--- src/rtl/meu_pkg.sv ---
// ----------------------------------------------------------------------------
// meu_pkg
// Shared types, codes and the entity name table for the entity unescaper.
// ----------------------------------------------------------------------------
package meu_pkg;

    localparam int NameMaxLen = 4;
    localparam int NameCount  = 9;

    // result status codes
    localparam logic [1:0] ST_OK        = 2'd0;
    localparam logic [1:0] ST_UNKNOWN   = 2'd1;
    localparam logic [1:0] ST_FORBIDDEN = 2'd2;
    localparam logic [1:0] ST_OPEN_END  = 2'd3;

    // special bytes
    localparam logic [7:0] CH_AMP   = 8'h26;
    localparam logic [7:0] CH_SEMI  = 8'h3B;
    localparam logic [7:0] CH_APOS  = 8'h27;
    localparam logic [7:0] CH_QUOT  = 8'h22;
    localparam logic [7:0] CH_LT    = 8'h3C;
    localparam logic [7:0] CH_GT    = 8'h3E;

    // name table: text packed with the first byte in [7:0]
    localparam logic [2:0] NAME_LEN [NameCount] = '{
        3'd4, 3'd4, 3'd2, 3'd2, 3'd3, 3'd2, 3'd2, 3'd3, 3'd4
    };
    localparam logic [31:0] NAME_TEXT [NameCount] = '{
        32'h736F7061,   // apos
        32'h746F7571,   // quot
        32'h0000746C,   // lt
        32'h00007467,   // gt
        32'h00706D61,   // amp
        32'h00007263,   // cr
        32'h0000666C,   // lf
        32'h00626174,   // tab
        32'h63617073    // spac
    };
    localparam logic [7:0] NAME_VALUE [NameCount] = '{
        8'h27, 8'h22, 8'h3C, 8'h3E, 8'h26, 8'h0D, 8'h0A, 8'h09, 8'h20
    };

    typedef struct packed {
        logic             in_entity;
        logic [3:0][7:0]  name_chars;
        logic [2:0]       name_length;
        logic             error_seen;
    } dec_state_t;

    typedef struct packed {
        logic [7:0] char_out;
        logic       char_valid;
        logic [1:0] status;
        logic       last_out;
    } result_t;

    typedef struct packed {
        logic       hit;
        logic [7:0] value;
    } lookup_t;

    // parallel match of the collected name against all known names
    function automatic lookup_t lookup_name(logic [3:0][7:0] chars, logic [2:0] len);
        lookup_t    r;
        logic       same;
        logic [31:0] text;
        r = '0;
        for (int k = NameCount - 1; k >= 0; k--) begin
            text = NAME_TEXT[k];
            same = (NAME_LEN[k] == len);
            for (int i = 0; i < NameMaxLen; i++) begin
                if (3'(i) < NAME_LEN[k] && chars[i] != text[8*i +: 8]) begin
                    same = 1'b0;
                end
            end
            if (same) begin
                r.hit   = 1'b1;
                r.value = NAME_VALUE[k];
            end
        end
        return r;
    endfunction

endpackage

--- src/rtl/meu_decode.sv ---
// ----------------------------------------------------------------------------
// meu_decode
// Combinational decode of one byte: next parser state and optional result.
// ----------------------------------------------------------------------------
module meu_decode (
    input  meu_pkg::dec_state_t cur,
    input  logic [7:0]          char_in,
    input  logic                last_in,
    output meu_pkg::dec_state_t nxt,
    output meu_pkg::result_t    res,
    output logic                emit
);

    meu_pkg::lookup_t lk;
    logic [1:0]       status;
    logic [7:0]       dec;
    logic             have;

    assign lk = meu_pkg::lookup_name(cur.name_chars, cur.name_length);

    always_comb begin
        nxt    = cur;
        res    = '0;
        emit   = 1'b0;
        status = meu_pkg::ST_OK;
        dec    = '0;
        have   = 1'b0;
        if (cur.error_seen) begin
            // drop until the end of the string
            if (last_in) begin
                nxt.in_entity   = 1'b0;
                nxt.name_length = '0;
                nxt.error_seen  = 1'b0;
                emit            = 1'b1;
                res.last_out    = 1'b1;
            end
        end else begin
            if (!cur.in_entity) begin
                if (char_in == meu_pkg::CH_AMP) begin
                    nxt.in_entity   = 1'b1;
                    nxt.name_length = '0;
                end else if (char_in == meu_pkg::CH_APOS || char_in == meu_pkg::CH_QUOT ||
                             char_in == meu_pkg::CH_LT || char_in == meu_pkg::CH_GT) begin
                    status = meu_pkg::ST_FORBIDDEN;
                end else begin
                    dec  = char_in;
                    have = 1'b1;
                end
            end else if (char_in == meu_pkg::CH_SEMI) begin
                if (lk.hit) begin
                    dec             = lk.value;
                    have            = 1'b1;
                    nxt.in_entity   = 1'b0;
                    nxt.name_length = '0;
                end else begin
                    status = meu_pkg::ST_UNKNOWN;
                end
            end else if (cur.name_length >= 3'(meu_pkg::NameMaxLen)) begin
                status = meu_pkg::ST_UNKNOWN;
            end else begin
                nxt.name_chars[cur.name_length[1:0]] = char_in;
                nxt.name_length = cur.name_length + 3'd1;
            end

            if (status != meu_pkg::ST_OK) begin
                nxt.in_entity   = 1'b0;
                nxt.name_length = '0;
                nxt.error_seen  = !last_in;
                emit            = 1'b1;
                res.status      = status;
                res.last_out    = last_in;
            end else if (last_in) begin
                emit         = 1'b1;
                res.last_out = 1'b1;
                if (nxt.in_entity) begin
                    res.status = meu_pkg::ST_OPEN_END;
                end else begin
                    res.char_out   = have ? dec : 8'h00;
                    res.char_valid = have;
                end
                nxt.in_entity   = 1'b0;
                nxt.name_length = '0;
                nxt.error_seen  = 1'b0;
            end else if (have) begin
                emit           = 1'b1;
                res.char_out   = dec;
                res.char_valid = 1'b1;
            end
        end
    end

endmodule

--- src/rtl/meu_out_reg.sv ---
// ----------------------------------------------------------------------------
// meu_out_reg
// Result register holding one result until the downstream transfer.
// ----------------------------------------------------------------------------
module meu_out_reg (
    input  logic             aclk,
    input  logic             aresetn,
    input  logic             load,
    input  meu_pkg::result_t load_data,
    output logic             can_load,
    output logic             m_valid,
    input  logic             m_ready,
    output meu_pkg::result_t m_data
);

    logic             valid_reg;
    meu_pkg::result_t data_reg;

    assign can_load = !valid_reg || m_ready;
    assign m_valid  = valid_reg;
    assign m_data   = data_reg;

    always_ff @(posedge aclk) begin
        if (!aresetn) begin
            valid_reg <= 1'b0;
        end else if (can_load) begin
            valid_reg <= load;
        end
    end

    always_ff @(posedge aclk) begin
        if (load && can_load) begin
            data_reg <= load_data;
        end
    end

endmodule

--- src/rtl/markup_entity_unescape.sv ---
// ----------------------------------------------------------------------------
// markup_entity_unescape
// Streaming decoder for escaped markup text, one byte per cycle while results can be stored.
// ----------------------------------------------------------------------------
// Input channel s_*: one byte of escaped text per transfer, s_last_in on the
// final byte of a string. Result channel m_*: decoded byte with char_valid,
// a status code and last_out. Bytes that start or extend an entity name, and
// bytes dropped after an error, give no result.
// An accepted byte sits in the input register; from there it is decoded
// against the parser state and, if it gives a result, lands in the result
// register (two-stage pipeline). Throughput is one byte per cycle while the
// result register can take results; the name match against the nine known
// names is a single parallel compare, and the parser state updates in the
// same cycle as the decode.
// When the receiver stalls, the result register holds; a byte that gives no
// result still moves on, and one that gives a result waits in the input
// register, which then stops taking new bytes.
// Synchronous active-low reset empties both registers and returns the parser
// to its idle state between strings.
// ----------------------------------------------------------------------------
module markup_entity_unescape (
    input  logic       aclk,
    input  logic       aresetn,
    input  logic       s_valid,
    output logic       s_ready,
    input  logic [7:0] s_char_in,
    input  logic       s_last_in,
    output logic       m_valid,
    input  logic       m_ready,
    output logic [7:0] m_char_out,
    output logic       m_char_valid,
    output logic [1:0] m_status,
    output logic       m_last_out
);

    logic                in_valid_reg;
    logic [7:0]          in_char_reg;
    logic                in_last_reg;
    meu_pkg::dec_state_t state_reg;
    meu_pkg::dec_state_t state_next;
    meu_pkg::result_t    res;
    meu_pkg::result_t    m_data;
    logic                emit;
    logic                can_load;
    logic                advance;

    meu_decode u_decode (
        .cur     (state_reg),
        .char_in (in_char_reg),
        .last_in (in_last_reg),
        .nxt     (state_next),
        .res     (res),
        .emit    (emit)
    );

    // held byte moves on unless its result cannot be stored
    assign advance = in_valid_reg && (!emit || can_load);
    assign s_ready = !in_valid_reg || advance;

    always_ff @(posedge aclk) begin
        if (!aresetn) begin
            in_valid_reg <= 1'b0;
        end else if (s_ready) begin
            in_valid_reg <= s_valid;
        end
    end

    always_ff @(posedge aclk) begin
        if (s_valid && s_ready) begin
            in_char_reg <= s_char_in;
            in_last_reg <= s_last_in;
        end
    end

    always_ff @(posedge aclk) begin
        // name bytes need no reset; only written entries are ever compared
        if (advance) begin
            state_reg.name_chars <= state_next.name_chars;
        end
        if (!aresetn) begin
            state_reg.in_entity   <= 1'b0;
            state_reg.name_length <= '0;
            state_reg.error_seen  <= 1'b0;
        end else if (advance) begin
            state_reg.in_entity   <= state_next.in_entity;
            state_reg.name_length <= state_next.name_length;
            state_reg.error_seen  <= state_next.error_seen;
        end
    end

    meu_out_reg u_out_reg (
        .aclk      (aclk),
        .aresetn   (aresetn),
        .load      (advance && emit),
        .load_data (res),
        .can_load  (can_load),
        .m_valid   (m_valid),
        .m_ready   (m_ready),
        .m_data    (m_data)
    );

    assign m_char_out   = m_data.char_out;
    assign m_char_valid = m_data.char_valid;
    assign m_status     = m_data.status;
    assign m_last_out   = m_data.last_out;

endmodule

--- config.mk ---
export PLATFORM = sky130hd
export DESIGN_NAME = markup_entity_unescape
export DESIGN_NICKNAME = d
export VERILOG_FILES = /design/src/rtl/meu_pkg.sv /design/src/rtl/meu_decode.sv /design/src/rtl/meu_out_reg.sv /design/src/rtl/markup_entity_unescape.sv
export SDC_FILE = /design/constraint.sdc
export NUM_CORES = 1
export LEC_CHECK = 0
export ABC_AREA = 1
export BUFFER_PORTS_ARGS = -buffer_cell sky130_fd_sc_hd__buf_4
export CAP_MARGIN = 10
export CORE_MARGIN = 2
export CORE_UTILIZATION = 60
export DETAILED_ROUTE_END_ITERATION = 8
export PLACE_DENSITY = 0.91
export SYNTH_ARGS = -nofsm -noshare
export SYNTH_HDL_FRONTEND = slang
export SYNTH_SLANG_ARGS = --single-unit
--- constraint.sdc ---
create_clock -name aclk -period 3.67 [get_ports aclk]
set_clock_uncertainty 0.15 [all_clocks]
set_input_delay 0.1835 -clock aclk [delete_from_list [all_inputs] [get_ports aclk]]
set_output_delay 0.1835 -clock aclk [all_outputs]
set_load 0.01 [all_outputs]
==> results of run 1 <==
layout make-up:
cell class                 count  area, um2  area share [%]
timing repair buffer          38      315.3           8.184
multi-input combinational    254       1220           31.67
sequential                    60       1732           44.95
inverter                      75      281.5           7.308
clock buffer                  10      127.6           3.313
tap                           70      87.58           2.273
clock inverter                 6      88.84           2.306
Yosys cell counts (all sizes together), types with 4 or more instances:
master | n | area share (%)
nor2 | 89 | 11
nand2 | 84 | 10
inv | 75 | 8.7
edfxtp | 53 | 49
nand3 | 35 | 5.9
nand4 | 13 | 2.7
a21oi | 10 | 1.5
dfxtp | 7 | 4.3
ha | 5 | 1.9
nor3 | 4 | 0.77
nor4 | 4 | 0.77
o21ai | 4 | 0.97
through the flow:
stage | setup WS [ps] | total power [W]
finish | 453.4 | 0.001545
global route | 226.7 | 0.001593
CTS | 492.5 | 0.001545
detailed placement | 536.0 | 0.0009063
global placement | 652.6 | 0.0009024
floorplan | 957.3 | 0.0008595
layer usage:
metal	vias to the layer above	share of wire [%]	GRT usage, %
met3	39	9.4	7.209
met1	1283	38	32.37
met5	-	0	0
li1	1357	-	-
met2	175	48	44.43
met4	0	4.6	14.64
cells in the final DEF, fill, tap and decap left out, types with 2 or more instances in the layout:
| master | count |
|---|---|
| a21oi_1 | 10 |
| buf_4 | 26 |
| bufinv_16 | 2 |
| clkbuf_8 | 9 |
| clkinvlp_4 | 2 |
| dfxtp_1 | 7 |
| dlygate4sd3_1 | 12 |
| edfxtp_1 | 53 |
| ha_1 | 5 |
| inv_1 | 73 |
| inv_2 | 2 |
| nand2_1 | 80 |
| nand2_2 | 2 |
| nand2_4 | 2 |
| nand3_1 | 32 |
| nand3_2 | 3 |
| nand4_1 | 12 |
| nor2_1 | 80 |
| nor2_2 | 7 |
| nor2_4 | 2 |
| nor3_1 | 3 |
| nor4_1 | 4 |
| o21ai_0 | 3 |
tightest hold or removal path, stage by stage:
cell     delay [ps]
buf_4            80
nor2_1           40
inv_1            80
a21oi_1          70
power by group through the flow:
| stage | sequential, W | combinational (W) | clock [W] |
|---|---|---|---|
| after CTS | 0.000794 | 0.000109 | 0.000641 |
| after global routing | 0.000798 | 0.000122 | 0.000673 |
| after floorplan | 0.000801 | 0.0000582 | 0 |
| after detailed placement | 0.000808 | 0.0000979 | 0 |
| after global placement | 0.000808 | 0.0000946 | 0 |
| final | 0.000795 | 0.000110 | 0.000639 |
worst paths after layout:
| check | startpoint | endpoint | slack [ps] |
|---|---|---|---|
| worst max-delay path | state_reg[1] | state_reg[17] | 450 |
| worst min-delay path | m_ready | u_out_reg.m_valid | 20 |
| worst max register to register | state_reg[1] | state_reg[17] | 450 |
| worst min register to register | state_reg[0] | state_reg[0] | 430 |
cell families (layout without fill, tap and decap cells):
kind of cell / after synthesis / in the layout / synth area share [%]
compound gates: 19 / 19 / 3.711
fa+ha+maj: 5 / 5 / 1.933
buf+inv: 76 / 129 / 8.813
flops: 60 / 60 / 53.50
simple gates: 230 / 230 / 32.04
==> run summary, run 1 <==
Run status
* result of the run: complete, no violations

Routing
* routed vias/inst: 5.563
* number of detailed-route iterations in the first pass: 5
* via count: 2,854
* number of nets still failing antenna checks after routing: 0
* post-detailed-route wirelength per cell: 14.73 um
* total wire length after detailed routing: 7555 um
* final routed DRC violation total: 0
* 1st-iter DRT viols: 478

Critical path
* Slowest-stage cell, CP: nor2_1
* required time of the critical path: 3490 ps
* count of cell instances traversed by the critical path: 15
* cell seen most often among critical-path stages: nor2_1
* WS Path Type: reg -> reg
* family with the most delay on the worst path: simple AND/OR/NAND/NOR gates
* FF-to-FF path depth: 15
* count of buffering cells on the critical path with inverters included: 2
* kind of end point of the critical path: flop
* largest fanout on the critical path: 8
* maximum cell stage delay along the critical path: 620 ps
* startpoint class of the critical path: flop
* crit-path cells: inv_2, ha_1, inv_1, nor2_1, nand3_1, nor2_1, nand2_1, nand3_1, nor2_1, nand2_1, nand3_2, nand3_2, o21ai_4, nand4_2, nor2_1
* Worst EP arrival: 3040 ps

Place
* routability-driven placement congestion ratio: 0.9984
* half-perimeter wire length after placement: 5378 um
* Placed Cells incl. Taps: 485
* placed inst area: 3516 um2
* number of port buffers: 26

Clocking
* H-tree depth: 3
* quantity of hold-fixing buffers added after cts: 12
* maximum count of clock buffers along a single path: 2
* count of buffers added by post-CTS timing repair for setup: 0
* clk_lat worst skew: 340 ps
* TritonCTS Buffers: 9
* clk sink count: 60
* root buffer cell: clkbuf_8
* clock tree from TritonCTS: built
* clock-pin slew on the worst setup and hold paths: 60 ps
* number of resized instances in the post-cts repair step: 0

Cells and area
* Non-Filler Instances: 513
* Layout Area Growth over Synthesis: 19.02%
* proportion of layout cells with a drive suffix above 1: 14.00%
* number of inserted filler cells in the final layout: 359
* fin area: 3852 um2
* Diodes inserted: 0
* number of nets in the layout: 456
* flip-flop count of the largest register, all copies and words added: 37
* share of the core filled with cells in the final layout: 74.48%

Logic synthesis
* Post-Syn Nets: 408
* count of flip-flops with a built-in enable after synthesis: 53
* Cell Area, Synth: 3237 um2
* count of unique library cells instantiated by Yosys: 28
* mean cell area of the mapped netlist: 8.300 um2
* count of yosys warnings during synthesis: 0
* post-synthesis sequential element count: 60
* flip-flop cell with the highest count after synthesis: edfxtp_1
* fraction of synthesis flops using an asynchronous set or reset pin: 0%
* sequential-to-total area share from yosys stat: 53.50%
* number of instances in the synthesized netlist: 390

Hold path
* Hold Path Class: in -> reg
* number of cells traversed by the worst hold path: 4

Global routing
* GR Util All Layers: 27.01%
* maximum number of pins on one net before global-route repair: 13
* number of global-route vias before repair: 2,777
* total congestion overflow: 0
* antenna violations before repair: 0
* wire length of the first global-routing pass: 12,400 um

Floorplanning
* total die area: 5999 um2
* Top Ports: 27
* site row count: 26
* CORE AREA: 5172 um2
* overall die width: 77.45 um
* starting density of the core: 62.58%
* chip height: 77.45 um

Timing
* unrepaired setup endpoints after global routing: false
* Slew Limit Fails: 0
* Slew headroom: 49.65%
* upper clock frequency limit: 310.9 MHz
* number of endpoints failing setup at the final stage: 0
* worst hold slack after final layout: 17.43 ps
* Worst-Margin Slew: 752.5 ps
* minimum clock period after layout: 3217 ps
* final clock period utilization by the worst path: 87.65%
* final count of hold timing violations: 0
* final total negative setup slack: 0 ps

Flow run
* count of maximum capacitance violations: 0

Power and ir drop
* Comb power frac: 7.1%
* net switching fraction of the power: 22.36%
* internal portion of total power: 0.001199 W
* Reg power frac: 51.5%
* clock network fraction of total power: 41.4%
* switching power: 0.0003453 W
* highest ir drop seen on vdd: 0.3639 mV
* Pwr per Cell Area: 400.9 nW/um2
* Lkg Pwr: 1.607 nW

Note: power is estimated with default switching activity, not from simulation.
==> run 2: changes to the inputs <==
Settings changed: REMOVE_ABC_BUFFERS set to 1.
==> run 2 against run 1 <==
Worst setup slack got worse by 64 ps. Utilization increased by 0.90 points. Combinational power increased by 4%.
==> run summary, run 2 (synthesis results as in run 1) <==
Run status
* result of the run: complete, no violations

Global routing
* wire length of the first global-routing pass: 13,030 um
* total congestion overflow: 0
* number of global-route vias before repair: 2,750
* maximum number of pins on one net before global-route repair: 13
* antenna violations before repair: 0
* GR Util All Layers: 28.85%

Floorplanning
* overall die width: 77.45 um
* Top Ports: 27
* site row count: 26
* starting density of the core: 62.58%
* total die area: 5999 um2
* chip height: 77.45 um
* CORE AREA: 5172 um2

Routing
* routed vias/inst: 5.561
* total wire length after detailed routing: 8094 um
* number of detailed-route iterations in the first pass: 6
* 1st-iter DRT viols: 393
* number of nets still failing antenna checks after routing: 0
* post-detailed-route wirelength per cell: 15.78 um
* final routed DRC violation total: 0
* via count: 2,853

Power and ir drop
* Lkg Pwr: 1.627 nW
* Pwr per Cell Area: 434.6 nW/um2
* highest ir drop seen on vdd: 0.4665 mV
* total power draw: 0.001694 W

Clocking
* number of resized instances in the post-cts repair step: 0
* clk_lat worst skew: 340 ps
* root buffer cell: clkbuf_8
* quantity of hold-fixing buffers added after cts: 12
* count of buffers added by post-CTS timing repair for setup: 0
* clock-pin slew on the worst setup and hold paths: 70 ps
* H-tree depth: 3
* maximum count of clock buffers along a single path: 2
* TritonCTS Buffers: 9
* clk sink count: 60
* clock tree from TritonCTS: built

Critical path
* maximum cell stage delay along the critical path: 600 ps
* WS Path Type: reg -> reg
* startpoint class of the critical path: flop
* worst r2r src: state_reg[2]
* largest fanout on the critical path: 8
* Worst EP arrival: 3110 ps
* FF-to-FF path depth: 16
* crit-path cells: ha_1, ha_1, nand2_1, nor2_1, nand2_1, nor2_1, nand2_1, nand3_1, nor2_1, nand2_1, nand2_2, nand2_4, nand2_4, o21ai_4, nand4_2, nor2_1
* destination of the worst register-to-register timing path: state_reg[16]
* flop-to-flop setup slack: 390 ps
* kind of end point of the critical path: flop
* Slowest-stage cell, CP: nor2_1
* launch point of the worst path: state_reg[2]
* required time of the critical path: 3500 ps
* worst setup path endpoint: state_reg[16]

Cells and area
* register cell area after layout: 1732 um2
* number of nets in the layout: 456
* commonest non-fill, non-tap cells in the layout: nor2_1 (80), nand2_1 (80), inv_1 (73), edfxtp_1 (53), nand3_1 (32)
* fin area: 3899 um2
* number of inserted filler cells in the final layout: 318
* share of the core filled with cells in the final layout: 75.37%
* proportion of layout cells with a drive suffix above 1: 14.00%
* flip-flop count of the largest register, all copies and words added: 37
* multi-input logic area: 1220 um2
* Diodes inserted: 0
* Layout Area Growth over Synthesis: 20.45%

Place
* half-perimeter wire length after placement: 5420 um
* routability-driven placement congestion ratio: 1.014
* number of port buffers: 26
* post-place setup slack: 560.1 ps
* placed inst area: 3516 um2

Timing
* final total negative setup slack: 0 ps
* upper clock frequency limit: 304.8 MHz
* Slew headroom: 51.09%
* final clock period utilization by the worst path: 89.40%
* final setup margin: 389.1 ps
* unrepaired setup endpoints after global routing: false
* Slew Limit Fails: 0
* number of endpoints failing setup at the final stage: 0
* final count of hold timing violations: 0
* Worst-Margin Slew: 731.0 ps
* minimum clock period after layout: 3281 ps

Flow run
* count of maximum capacitance violations: 0

Hold path
* Hold Path Class: in -> reg

## run 2: critical path, delay by kind of cell, from the launching register on
kind	cells	cell delay [ps]
AND/OR/NAND/NOR	13	1730
flip-flops	1	410
adder cells (fa/ha/maj)	2	360
AO/OA/AOI/OAI	1	280
## run 2: area by class of cell
type	instances	share of cell area [%]
sequential	60	44.42
clock inverter	7	3.562
clock buffer	9	3.177
inverter	75	7.221
tap	70	2.246
timing repair buffer	38	8.087
multi-input combinational	254	31.29
## run 2: how the worst min path moves through the flow
stage	endpoint	slack [ps]	cells past startpoint	start
2_1_floorplan	in_char_reg[0]	130	0	s_char_in[0]
3_3_place_gp	in_char_reg[3]	210	1	s_char_in[3]
3_5_place_dp	in_char_reg[1]	210	1	s_char_in[1]
4_1_cts	u_out_reg.m_valid	2	4	m_ready
5_1_grt	u_out_reg.m_valid	30	4	m_ready
6_report	u_out_reg.m_valid	5	4	m_ready
## run 2: stage by stage
step / std cells / hold slack, ps
after global routing: 513 / 33.88
after floorplan: 389 / 132.4
final: 513 / 5.034
after CTS: 513 / 1.622
after detailed placement: 485 / 212.8
after global placement: 485 / 211.8
## run 2: report_power, final
group	leakage [nW]	total, W	switching, W	internal [W]
Sequential	0.547	0.000797	0.0000281	0.000769
Clock	0.123	0.000783	0.000266	0.000517
Combinational	0.958	0.000114	0.0000653	0.0000487
Total	1.63	0.00169	0.000360	0.00133
## run 2: per-layer routing
metal  wire (um)  share of wire (%)  GRT usage, %
met5           0                  0             0
met4         436                5.4         17.14
met3         766                9.5         8.256
met2        3857                 48         47.57
met1        3033                 37         33.46
